===== config.mk =====
export PLATFORM = sky130hd
export DESIGN_NAME = lottery_scheduler_sorted_by_burst_unit
export DESIGN_NICKNAME = d
export VERILOG_FILES = /design/src/rtl/core/lsbu_pkg.sv /design/src/rtl/core/lsbu_cell.sv /design/src/rtl/core/lsbu_mod.sv /design/src/rtl/core/lottery_scheduler_sorted_by_burst_unit.sv
export SDC_FILE = /design/constraint.sdc
export NUM_CORES = 2
export LEC_CHECK = 0
export ABC_CLOCK_PERIOD_IN_PS = 13500
export BUFFER_PORTS_ARGS = -buffer_cell sky130_fd_sc_hd__buf_4
export CAP_MARGIN = 20
export CELL_PAD_IN_SITES_DETAIL_PLACEMENT = 2
export CELL_PAD_IN_SITES_GLOBAL_PLACEMENT = 2
export CORE_MARGIN = 2
export CORE_UTILIZATION = 38
export DETAILED_ROUTE_END_ITERATION = 8
export GPL_TIMING_DRIVEN = 0
export PLACE_DENSITY = 0.79
export SLEW_MARGIN = 30
export SYNTH_ARGS = -nofsm -noshare
export SYNTH_HDL_FRONTEND = slang
export SYNTH_SLANG_ARGS = --single-unit

===== constraint.sdc =====
create_clock -name i_clk -period 13.5 [get_ports i_clk]
set_clock_uncertainty 0.2 [all_clocks]
set_input_delay 2.7 -clock i_clk [delete_from_list [all_inputs] [get_ports i_clk]]
set_output_delay 2.7 -clock i_clk [all_outputs]
set_load 0.01 [all_outputs]

===== src/rtl/core/lsbu_pkg.sv =====
`timescale 1ns / 1ps
// ----------------------------------------------------------------------------
// lsbu_pkg
// types and constants shared by the burst-sorted lottery scheduler
// ----------------------------------------------------------------------------
package lsbu_pkg;

    localparam int MAX_PROCS_DEF = 16;
    localparam int ID_W   = 5;
    localparam int BURST_W = 16;
    localparam int TKT_W  = 16;
    localparam int TOT_W  = 20;
    localparam int RND_W  = 31;
    localparam int TIME_W = 32;

    localparam logic FUNC_LOAD = 1'b0;
    localparam logic FUNC_TICK = 1'b1;

    typedef struct packed {
        logic               func;
        logic [BURST_W-1:0] burst_time;
        logic [TKT_W-1:0]   ticket_count;
        logic [RND_W-1:0]   random_word;
    } t_in_item;

    typedef struct packed {
        logic [ID_W-1:0]   selected_id;
        logic              cpu_idle;
        logic              all_done;
        logic [TIME_W-1:0] tick_time;
        logic              table_full;
    } t_out_item;

    // one table entry as held in a cell
    typedef struct packed {
        logic [ID_W-1:0]    id;
        logic [BURST_W-1:0] burst;
        logic [TKT_W-1:0]   tickets;
        logic [BURST_W-1:0] left;
    } t_entry;

    // command broadcast from the controller to every cell
    typedef struct packed {
        logic               insert;
        logic [BURST_W-1:0] burst;
        t_entry             new_entry;
        logic               scan;
        logic [TOT_W-1:0]   winning;
    } t_cell_cmd;

    // value handed from one cell to the next along the chain, for insert and for scan
    typedef struct packed {
        logic               shift_ok;
        t_entry             carry;
        logic               active;
        logic [TOT_W-1:0]   sum;
        logic               found;
        logic [ID_W-1:0]    win_id;
    } t_link;

    typedef enum logic [2:0] {
        ST_IDLE,
        ST_DIV,
        ST_SCAN,
        ST_RESULT
    } t_state;

endpackage


===== src/rtl/core/lsbu_cell.sv =====
`timescale 1ns / 1ps
// ----------------------------------------------------------------------------
// lsbu_cell
// one table slot: sorted insert by shifting, and one stage of the ticket scan
// ----------------------------------------------------------------------------
module lsbu_cell
    import lsbu_pkg::*;
(
    input  logic      i_clk,
    input  logic      i_valid_slot,
    input  t_cell_cmd i_cmd,
    input  t_link     i_link,
    output t_link     o_link
);

    t_entry r_entry;
    logic   r_found;
    logic   r_active;
    logic   [TOT_W-1:0] r_sum;
    logic   [ID_W-1:0]  r_win_id;

    logic   mine_bigger;
    logic   live;
    logic   [TOT_W-1:0] n_sum;
    logic   hit;

    // slot holds an entry that sorts after the new one
    assign mine_bigger = i_valid_slot && (r_entry.burst > i_cmd.burst);
    assign live = i_valid_slot && (r_entry.left != '0);
    assign n_sum = i_link.sum + (live ? TOT_W'(r_entry.tickets) : '0);
    assign hit = !i_link.found && live && (i_cmd.winning < n_sum);

    always_ff @(posedge i_clk) begin
        if (i_cmd.insert) begin
            // left neighbor also bigger: take its entry, else the first bigger or first empty slot gets the new one
            if (i_link.shift_ok) begin
                r_entry <= i_link.carry;
            end else if (mine_bigger || !i_valid_slot) begin
                if (!i_valid_slot && !i_link.shift_ok && i_link.active) begin
                    r_entry <= r_entry;
                end else begin
                    r_entry <= i_cmd.new_entry;
                end
            end
        end else if (i_cmd.scan && hit) begin
            r_entry.left <= r_entry.left - 1'b1;
        end
        r_found  <= i_link.found || hit;
        r_active <= i_link.active || live;
        r_sum    <= n_sum;
        r_win_id <= hit ? r_entry.id : i_link.win_id;
    end

    always_comb begin
        o_link = '0;
        if (i_cmd.insert) begin
            o_link.shift_ok = i_link.shift_ok || mine_bigger;
            o_link.carry    = r_entry;
            // marks that the new entry was already placed here or upstream
            o_link.active   = i_link.active || i_link.shift_ok || mine_bigger
                              || !i_valid_slot;
        end else begin
            o_link.found  = r_found;
            o_link.active = r_active;
            o_link.sum    = r_sum;
            o_link.win_id = r_win_id;
        end
    end

endmodule


===== src/rtl/core/lsbu_mod.sv =====
`timescale 1ns / 1ps
// ----------------------------------------------------------------------------
// lsbu_mod
// restoring remainder unit, one quotient bit per cycle
// ----------------------------------------------------------------------------
module lsbu_mod
    import lsbu_pkg::*;
(
    input  logic             i_clk,
    input  logic             i_rst_n,
    input  logic             i_start,
    input  logic [RND_W-1:0] i_dividend,
    input  logic [TOT_W-1:0] i_divisor,
    output logic             o_done,
    output logic [TOT_W-1:0] o_rem
);

    localparam int CNT_W = $clog2(RND_W + 1);

    logic [RND_W-1:0] r_num;
    logic [TOT_W:0]   r_rem;
    logic [TOT_W-1:0] r_div;
    logic [CNT_W-1:0] r_cnt;
    logic             r_busy;
    logic [TOT_W+1:0] n_try;
    logic [TOT_W:0]   n_shift;

    assign n_shift = {r_rem[TOT_W-1:0], r_num[RND_W-1]};
    assign n_try   = {1'b0, n_shift} - {2'b00, r_div};

    always_ff @(posedge i_clk) begin
        if (!i_rst_n) begin
            r_busy <= 1'b0;
            r_cnt  <= '0;
        end else if (i_start) begin
            r_busy <= 1'b1;
            r_cnt  <= CNT_W'(RND_W);
        end else if (r_busy) begin
            r_cnt <= r_cnt - 1'b1;
            if (r_cnt == CNT_W'(1)) begin
                r_busy <= 1'b0;
            end
        end
    end

    always_ff @(posedge i_clk) begin
        if (i_start) begin
            r_num <= i_dividend;
            r_rem <= '0;
            r_div <= i_divisor;
        end else if (r_busy) begin
            r_num <= {r_num[RND_W-2:0], 1'b0};
            r_rem <= n_try[TOT_W+1] ? n_shift : n_try[TOT_W:0];
        end
    end

    assign o_done = !r_busy;
    assign o_rem  = r_rem[TOT_W-1:0];

endmodule


===== src/rtl/core/lottery_scheduler_sorted_by_burst_unit.sv =====
`timescale 1ns / 1ps
// a load is answered from ST_RESULT once the output is free; the cells shift on that same edge
// a tick starts the remainder unit, waits while it works through every bit of the random
// word, takes the remainder into r_win, then runs the scan wave along the cell chain
// one item in flight at a time: the next item is taken only back in ST_IDLE, after the
// result is registered; a result still waiting at the output holds the last step
// synchronous active-low reset clears the count, ticket total, time and control only
// ----------------------------------------------------------------------------
// lottery_scheduler_sorted_by_burst_unit
// burst-sorted process table in a chain of cells with a lottery pick per tick
// ----------------------------------------------------------------------------
module lottery_scheduler_sorted_by_burst_unit
    import lsbu_pkg::*;
#(
    parameter int MAX_PROCS = MAX_PROCS_DEF
) (
    input  logic      i_clk,
    input  logic      i_rst_n,
    input  logic      i_in_valid,
    output logic      o_in_stall,
    input  t_in_item  i_in_item,
    output logic      o_out_valid,
    input  logic      i_out_stall,
    output t_out_item o_out_item
);

    localparam int CNT_W  = $clog2(MAX_PROCS + 1);
    localparam int STEP_W = $clog2(MAX_PROCS + 2);

    t_state r_state, n_state;
    t_in_item r_item;
    logic [CNT_W-1:0]  r_count;
    logic [TOT_W-1:0]  r_total;
    logic [TIME_W-1:0] r_time;
    logic [STEP_W-1:0] r_step;
    logic [TOT_W-1:0]  r_win;
    t_out_item r_out, n_out;
    t_out_item r_tick, n_tick;
    logic r_out_valid;

    t_cell_cmd cmd;
    t_link links [MAX_PROCS+1];
    logic mod_start, mod_done;
    logic [TOT_W-1:0] mod_rem;
    logic accept, is_load, full, out_free;

    assign accept   = i_in_valid && !o_in_stall;
    assign is_load  = (r_item.func == FUNC_LOAD);
    assign full     = (r_count >= CNT_W'(MAX_PROCS));
    assign out_free = !r_out_valid || !i_out_stall;

    lsbu_mod u_mod (
        .i_clk      (i_clk),
        .i_rst_n    (i_rst_n),
        .i_start    (mod_start),
        .i_dividend (r_item.random_word),
        .i_divisor  (r_total),
        .o_done     (mod_done),
        .o_rem      (mod_rem)
    );

    assign links[0] = '0;

    for (genvar g = 0; g < MAX_PROCS; g++) begin : g_cell
        lsbu_cell u_cell (
            .i_clk        (i_clk),
            .i_valid_slot (CNT_W'(g) < r_count),
            .i_cmd        (cmd),
            .i_link       (links[g]),
            .o_link       (links[g+1])
        );
    end

    always_comb begin
        n_state = r_state;
        unique case (r_state)
            ST_IDLE:   if (accept) n_state = (i_in_item.func == FUNC_LOAD) ? ST_RESULT : ST_DIV;
            ST_DIV:    if (!mod_start && mod_done) n_state = ST_SCAN;
            ST_SCAN:   if (r_step == STEP_W'(MAX_PROCS)) n_state = ST_RESULT;
            ST_RESULT: if (out_free) n_state = ST_IDLE;
            default:   n_state = ST_IDLE;
        endcase
    end

    always_comb begin
        cmd = '0;
        mod_start = 1'b0;
        o_in_stall = (r_state != ST_IDLE);
        unique case (r_state)
            ST_DIV:  mod_start = (r_step == '0);
            ST_SCAN: begin
                cmd.scan    = (r_step == STEP_W'(MAX_PROCS));
                cmd.winning = (r_total == '0) ? '1 : r_win;
            end
            ST_RESULT: begin
                cmd.insert = is_load && !full && out_free;
                cmd.burst  = r_item.burst_time;
                cmd.new_entry.id      = ID_W'(r_count + 1'b1);
                cmd.new_entry.burst   = r_item.burst_time;
                cmd.new_entry.tickets = r_item.ticket_count;
                cmd.new_entry.left    = r_item.burst_time;
            end
            default: ;
        endcase
    end

    // tick outcome once the scan wave has reached the chain end
    always_comb begin
        n_tick = '0;
        n_tick.tick_time = r_time;
        if (!links[MAX_PROCS].active) begin
            n_tick.all_done = 1'b1;
        end else if (links[MAX_PROCS].found && r_total != '0) begin
            n_tick.selected_id = links[MAX_PROCS].win_id;
        end else begin
            n_tick.cpu_idle = 1'b1;
        end
    end

    always_comb begin
        if (is_load) begin
            n_out = '0;
            n_out.table_full = full;
        end else begin
            n_out = r_tick;
        end
    end

    always_ff @(posedge i_clk) begin
        if (!i_rst_n) begin
            r_state     <= ST_IDLE;
            r_count     <= '0;
            r_total     <= '0;
            r_time      <= '0;
            r_step      <= '0;
            r_out_valid <= 1'b0;
        end else begin
            r_state <= n_state;
            if (r_state == ST_RESULT && out_free) begin
                r_out_valid <= 1'b1;
            end else if (!i_out_stall) begin
                r_out_valid <= 1'b0;
            end
            unique case (r_state)
                ST_DIV: begin
                    if (r_step == '0) begin
                        r_step <= STEP_W'(1);
                    end else if (mod_done) begin
                        r_win  <= mod_rem;
                        r_step <= '0;
                    end
                end
                ST_SCAN: begin
                    // scan runs once the wave reaches the chain end, then commits
                    if (r_step == STEP_W'(MAX_PROCS)) begin
                        r_step <= '0;
                        r_tick <= n_tick;
                        if (links[MAX_PROCS].active) r_time <= r_time + 1'b1;
                    end else begin
                        r_step <= r_step + 1'b1;
                    end
                end
                ST_RESULT: begin
                    if (out_free) begin
                        r_out <= n_out;
                        if (is_load && !full) begin
                            r_count <= r_count + 1'b1;
                            r_total <= r_total + TOT_W'(r_item.ticket_count);
                        end
                    end
                end
                default: ;
            endcase
        end
    end

    always_ff @(posedge i_clk) begin
        if (accept) r_item <= i_in_item;
    end

    assign o_out_valid = r_out_valid;
    assign o_out_item  = r_out;

endmodule

* After elaboration in Yosys (flattened, before gate mapping)
Cells that the tools add are included.
Storage, ports and cells: input port bits 68, bits in registers 1566, output and inout bits 42
Cells by class: $add $sub $neg 37, muxes and demuxes 182, equality and inequality tests 57, bitwise logic cells 5, reduce and logical (&&, ||, !) cells 367, order comparisons 49
Operators with widths (number):
- 53-bit two-way mux | 45
- 54-bit two-way mux | 15
- 16-bit two-way mux | 49
- 26-bit two-way mux | 15
- 20-bit < comparator | 16
- 20-bit adder | 15
- 16-bit > comparator | 16
- 16-bit nonzero test | 16
- 16-bit by 1-bit subtractor with 16-bit output (second input constant) | 16
- 1-bit logical AND | 115
- 1-bit logical OR | 106
- 3-bit AND reduction | 34
- 5-bit two-way mux | 20
- 70-bit two-way mux | 1
- 2-bit nonzero test | 33
- 31-bit two-way mux | 2
- 1-bit logical NOT | 52
- 3-bit by 1-bit inequality test with 1-bit output (second input constant) | 15
- 3-bit by 2-bit inequality test with 1-bit output (second input constant) | 15
- 4-bit by 5-bit < comparator with 1-bit output (first input constant) | 8
- 20-bit two-way mux | 2
- 2-bit by 1-bit inequality test with 1-bit output (second input constant) | 17
- 32-bit by 1-bit adder with 32-bit output (second input constant) | 1
- 1-bit two-way mux | 24
- other kinds (29) | 49

* Depth between registers and ports, before layout
depth in word-level cells 71, gate-level depth with buffers 29

* Cells and area by module
A second synthesis with hierarchy kept.
Unflattened totals: cell total of the unflattened synthesis 10449, area, all modules 106236.9 µm²
By module, submodules not included:
- lsbu_cell at g_cell[0].u_cell ... | area an instance 5824.3 µm², times used 9, cells each 579, seq. area each 2132.0 µm²
- lsbu_cell at g_cell[6].u_cell ... | area an instance 5711.7 µm², times used 4, cells each 587, seq. area each 2132.0 µm²
- lottery_scheduler_sorted_by_burst_unit | area an instance 9699.3 µm², times used 1, cells each 804, seq. area each 6195.9 µm²
- lsbu_cell at g_cell[12].u_cell | area an instance 5750.5 µm², times used 1, cells each 582, seq. area each 2132.0 µm²
- lsbu_cell at g_cell[11].u_cell | area an instance 5736.8 µm², times used 1, cells each 580, seq. area each 2132.0 µm²
- lsbu_cell at g_cell[5].u_cell | area an instance 5734.2 µm², times used 1, cells each 574, seq. area each 2132.0 µm²
- lsbu_mod | area an instance 4050.1 µm², times used 1, cells each 350, seq. area each 2052.0 µm²

* Worst setup path after synthesis
OpenSTA, ideal clock, no wires.
path type input-to-reg, from in i_out_stall, to reg g_cell[9].u_cell.r_entry[0] in the netlist's numbering, enable pin, path slack 4.276 ns, stages on the path 26, required time 12.908 ns, data arrival time 8.631 ns, setup time 0.392 ns, cell sequence a21bo_2 > or3_1 > clkbuf_1 > clkbuf_1 > clkbuf_1 > clkbuf_1 > buf_1 > and2_1 > ha_1 > fa_1 > a211o_1 > a21oi_1 > o21ai_0 > a211o_1 > a311o_1 > a21oi_1 > nor2_1 > xnor2_1 > or2_2 > ha_1 > a21o_1 > a21oi_1 > nand3_1 > a41o_1 > clkbuf_1 > o21bai_1
Between the ends: cells in the longest elaborated chain, start to end 40, elaborated cells on any way between the ends 68
RTL lines:
- from (decl) | line lottery_scheduler_sorted_by_burst_unit.sv:23 | input logic i_out_stall,
- 1-bit logical NOT *
- 1-bit logical OR * | line lottery_scheduler_sorted_by_burst_unit.sv:50 | assign out_free = !r_out_valid || !i_out_stall;
- 1-bit logical AND * | line lottery_scheduler_sorted_by_burst_unit.sv:96 | cmd.insert = is_load && !full && out_free;
- 70-bit two-way mux * | line lottery_scheduler_sorted_by_burst_unit.sv:89 | unique case (r_state)
- 1-bit two-way mux / 54-bit two-way mux (equally long branches) | line lsbu_cell.sv:56 | if (i_cmd.insert) begin
- 1-bit logical OR (2 in series) | line lsbu_cell.sv:60 | o_link.active = i_link.active || i_link.shift_ok || mine_bigger
- 1-bit logical OR | line lsbu_cell.sv:61 | || !i_valid_slot;
- 1-bit two-way mux | line lsbu_cell.sv:56
- (+22 left out)
- 1-bit logical OR | line lsbu_cell.sv:61
- 1-bit two-way mux | line lsbu_cell.sv:56
- 1-bit logical OR (2 in series) | line lsbu_cell.sv:60
- 1-bit logical OR | line lsbu_cell.sv:61
- 1-bit two-way mux | line lsbu_cell.sv:56
- 1-bit logical AND | line lsbu_cell.sv:39 | if (!i_valid_slot && !i_link.shift_ok && i_link.active) begin
- 3-bit by 2-bit inequality test with 1-bit output (no source line)
- 3-bit AND reduction (no source line) *
- to (signal assigned) | line lsbu_cell.sv:37 | r_entry <= i_link.carry;
- to (signal assigned) | line lsbu_cell.sv:40 | r_entry <= r_entry;
- to (signal assigned) | line lsbu_cell.sv:42 | r_entry <= i_cmd.new_entry;
- to (decl) | line lsbu_cell.sv:16 | t_entry r_entry;
Every way passes the cells marked *; elsewhere a longest branch is shown, timed or not. A chain may end at the register's enable or synchronous reset.

* Worst setup path in the final report
from in i_out_stall, to reg g_cell[13].u_cell.r_entry[1] in the netlist's numbering, enable pin
Between the ends: cells in the longest elaborated chain, start to end 56, elaborated cells on any way between the ends 92
RTL lines (line):
- 1-bit logical NOT *
- 1-bit logical OR * | lottery_scheduler_sorted_by_burst_unit.sv:50
- 1-bit logical AND * | lottery_scheduler_sorted_by_burst_unit.sv:96
- 70-bit two-way mux * | lottery_scheduler_sorted_by_burst_unit.sv:89
- 1-bit two-way mux / 54-bit two-way mux (equally long branches) | lsbu_cell.sv:56
- 1-bit logical OR (2 in series) | lsbu_cell.sv:60
- 1-bit logical OR | lsbu_cell.sv:61
- 1-bit two-way mux | lsbu_cell.sv:56
- (+38 left out)
- 1-bit logical OR | lsbu_cell.sv:61
- 1-bit two-way mux | lsbu_cell.sv:56
- 1-bit logical OR (2 in series) | lsbu_cell.sv:60
- 1-bit logical OR | lsbu_cell.sv:61
- 1-bit two-way mux | lsbu_cell.sv:56
- 1-bit logical AND | lsbu_cell.sv:39
- 3-bit by 2-bit inequality test with 1-bit output (no source line)
- 3-bit AND reduction (no source line) *
- to (signal assigned) | lsbu_cell.sv:37
- to (signal assigned) | lsbu_cell.sv:40
- to (signal assigned) | lsbu_cell.sv:42
- to (decl) | lsbu_cell.sv:16
Marked as above.

==> flow_metrics.env <==
export IMPL_syn_avg_cell_area_um2=9.81
export IMPL_cts_hold_buffers_added=0
export IMPL_antenna_found_initial=39
export IMPL_drtIter0Drc=6509
export IMPL_pwr_share_seq=0.357
export IMPL_ys_seq_elements=1539
export IMPL_period_share=0.966
export IMPL_synth_fa_ha_area_frac=0.119
export IMPL_setup_worst_path_class="in -> reg"
export IMPL_fp_dieH_um=493
export IMPL_drv_slew=0
export IMPL_area_growth_pct=15.2
export IMPL_worstHoldPathType="reg -> reg"
export IMPL_core_area_mm2=0.238
export IMPL_peakVddDrop_mv=0.103
export IMPL_p_sw_w=0.00574
export IMPL_io_pin_count=110
export IMPL_via_count=77900
export IMPL_critPathMaxFanout=16
export IMPL_slew_limit_headroom=0.236
export IMPL_maxCapViolCount=0
export IMPL_synth_edf_count=1046
export IMPL_worstMarginPinSlew_ns=1.15
export IMPL_leakagePower_nw=43.7
export IMPL_slowest_stage="clkbuf_1"
export IMPL_h_tree_depth=4
export IMPL_synth_ff_type="edfxtp_1"
export IMPL_dr_pass1_iters=6
export IMPL_setup_viol=0
export IMPL_crit_arrival_ns=13.33
export IMPL_die_w_um=493
export IMPL_ctsResizeCount=0
export IMPL_clock_sinks=1539
export IMPL_cts_tree="yes"
export IMPL_wl_um=408000
export IMPL_drive_gt1_frac=0.0880
export IMPL_powerDensity_mw_per_mm2=151
export IMPL_cp_required_ns=13.79
export IMPL_grt_max_degree=39
export IMPL_drcViolationCount=0
export IMPL_wl_per_cell_um=31.4
export IMPL_synth_area_mux_share=0.0379
export IMPL_place_gp_congestion=0.987
export IMPL_swShare=0.363
export IMPL_dp_hpwl_um=314000
export IMPL_syn_area_mm2=0.0910
export IMPL_grt_pass1_vias=85400
export IMPL_yosysTopAreaCellShare=0.345
export IMPL_synth_warnings=0
export IMPL_clk_latency_ns=0.89
export IMPL_num_rows=179
export IMPL_clkTransAtPathRegs_ns=0.06
export IMPL_fin_ws_ns=0.462
export IMPL_cts_setup_buffers=0
export IMPL_die_area_mm2=0.243
export IMPL_path_buf_inv=8
export IMPL_yosys_area_share_simple=0.170
export IMPL_clock_path_buffers=3
export IMPL_synth_xor_area_share=0.0485
export IMPL_synth_top_family_by_area="simple AND/OR/NAND/NOR gates"
export IMPL_synthArstFlopShare=0
export IMPL_overflow=0
export IMPL_start_kind="primary input"
export IMPL_dp_cells=12700
export IMPL_hold_viol=0
export IMPL_cp_end_kind="register"
export IMPL_cts_root_buf="clkbuf_16"
export IMPL_crit_family="compound AO/OA/AOI/OAI gates"
export IMPL_io_buffers=108
export IMPL_max_stage_delay_ns=0.75
export IMPL_stdcell_count=13000
export IMPL_grt_pass1_wl_um=590000
export IMPL_holdWs_ns=0.249
export IMPL_netlist_instances=9276
export IMPL_pre_cts_ws_ns=0.162
export IMPL_final_antenna_net_count=0
export IMPL_final_nets=10600
export IMPL_cts_buffers=180
export IMPL_p_clk_frac=0.321
export IMPL_seq_area_frac_synth=0.453
export IMPL_pwr_share_comb=0.322
export IMPL_period_needed_ns=13.04
export IMPL_cp_common_cell="clkbuf_2"
export IMPL_synth_cell_types=91
export IMPL_rsz0062_at_grt="no"
export IMPL_synthTopCellsByArea="edfxtp_1 (35%), ha_1 (11%), dfxtp_1 (11%), nand2_1 (4.4%), o21ai_0 (4.1%)"
export IMPL_status="complete, no violations"
export IMPL_initial_core_util=0.382
export IMPL_grt_usage=0.328
export IMPL_synth_compound_area_frac=0.133
export IMPL_syn_num_nets=10200
export IMPL_synth_largest_area_cell="edfxtp_1"
export IMPL_max_clock_freq_ghz=0.0767
export IMPL_internal_power_w=0.0101
export IMPL_via_per_inst=5.99
==> cells by family after synthesis <==
logic type	Yosys count
DFF	1539
muxes	326
and+or+nand+nor	3159
xor gates and xnor gates	504
AOI/OAI and AO/OA	2000
buffers and inverters	895
adders and majority gates	853
==> synthesized netlist by cell type, types with 16 or more instances <==
cell,count
inv_1,500
edfxtp_1,1046
o21bai_1,24
nor3b_1,21
o211ai_1,41
nor3_1,152
a21boi_0,23
buf_1,39
o21a_1,87
xnor2_1,230
or3_1,57
nand2b_1,60
ha_1,836
nand4_1,73
and2_1,582
mux2i_1,231
fa_1,17
buf_2,28
clkbuf_1,315
and3_1,111
or4_1,38
a211oi_1,83
mux2_2,69
nor4_1,96
dfxtp_1,493
or2_2,61
a21oi_1,515
a31oi_1,67
a211o_1,45
a221oi_1,38
mux2_4,18
nor2b_1,52
o21ai_0,750
a31o_2,17
xor2_1,274
o31ai_1,24
nor2_1,555
nand3_1,182
a311o_1,16
a21o_1,138
and4_1,18
nand2_1,1068
==> state kept, by name, indices dropped and copies added (netlist names), 2 cells and up <==
signal / flops
g_cell.u_cell.r_win_id: 80
r_total: 20
u_mod.r_cnt: 5
r_count: 5
u_mod.r_num: 31
u_mod.r_rem: 20
g_cell.u_cell.r_found: 16
g_cell.u_cell.r_entry: 832
g_cell.u_cell.r_active: 16
r_state: 2
r_time: 32
r_step: 5
g_cell.u_cell.r_sum: 290
o_out_item: 40
u_mod.r_div: 20
r_item: 64
r_win: 20
r_tick: 39
==> path summary, 6_finish.rpt <==
kind	start	to	slack (ns)	depth (start not counted)
worst max register to register	r_count[4]	g_cell[13].u_cell.r_entry[1]	1.51	28
worst min-delay path	g_cell[2].u_cell.r_win_id[4]	g_cell[3].u_cell.r_win_id[4]	0.25	2
worst max-delay path	i_out_stall	g_cell[13].u_cell.r_entry[1]	0.46	28
worst min register to register	g_cell[2].u_cell.r_win_id[4]	g_cell[3].u_cell.r_win_id[4]	0.25	2
==> through the flow <==
| step | utilization | power, W | cell area [um^2] | setup TNS (ns) |
|---|---|---|---|---|
| after floorplan | - | 0.00827 | 91000 | 0 |
| after global placement | 0.402 | 0.00985 | 95800 | -459.77 |
| after detailed placement | 0.415 | 0.0106 | 98900 | 0 |
| after CTS | 0.440 | 0.0157 | 105000 | 0 |
| after global routing | 0.440 | 0.0164 | 105000 | 0 |
| final | 0.441 | 0.0158 | 105000 | 0 |
==> routing by layer <==
metal / global-route usage / wire, um / up-vias
met5: 0 / 144 / -
met4: 0.183 / 25300 / 20
met3: 0.0579 / 24700 / 1016
met2: 0.549 / 194000 / 2664
met1: 0.399 / 164000 / 40200
li1: - / - / 34000
==> cells in the final DEF (no fill, tap or decap), drive strengths merged, types with 231 or more instances in the layout <==
master / instances
nor2: 555
and2: 582
inv: 508
clkbuf: 572
a21oi: 516
edfxtp: 1046
buf: 294
o21ai: 753
ha: 836
xor2: 274
nand2: 1070
dfxtp: 493
mux2i: 231
==> layout make-up <==
class	count	area (um^2)
clock inverter	75	870
sequential	1539	41300
tap	3167	3960
antenna	22	55.1
multi-input combinational	6842	46900
buffer	393	1690
clock buffer	255	5050
inverter	502	1880
fill	24900	133000
timing repair buffer	218	3200
==> power by group through the flow <==
stage          clock network [W]  logic [W]  registers (W)
2_1_floorplan                  0    0.00263        0.00565
3_3_place_gp                   0    0.00413        0.00572
3_5_place_dp                   0    0.00488        0.00573
4_1_cts                  0.00511    0.00500        0.00564
5_1_grt                  0.00529    0.00543        0.00566
6_report                 0.00508    0.00508        0.00564
==> worst reg2reg max path: cells and delay by family (launching register included) <==
| family | cells | cell delay, ns |
|---|---|---|
| AOI/OAI and AO/OA | 10 | 3.86 |
| adders and majority gates | 2 | 0.63 |
| DFF | 1 | 0.30 |
| and+or+nand+nor | 7 | 2.15 |
| buffers and inverters | 9 | 4.48 |
(Power assumes the default switching activity.)
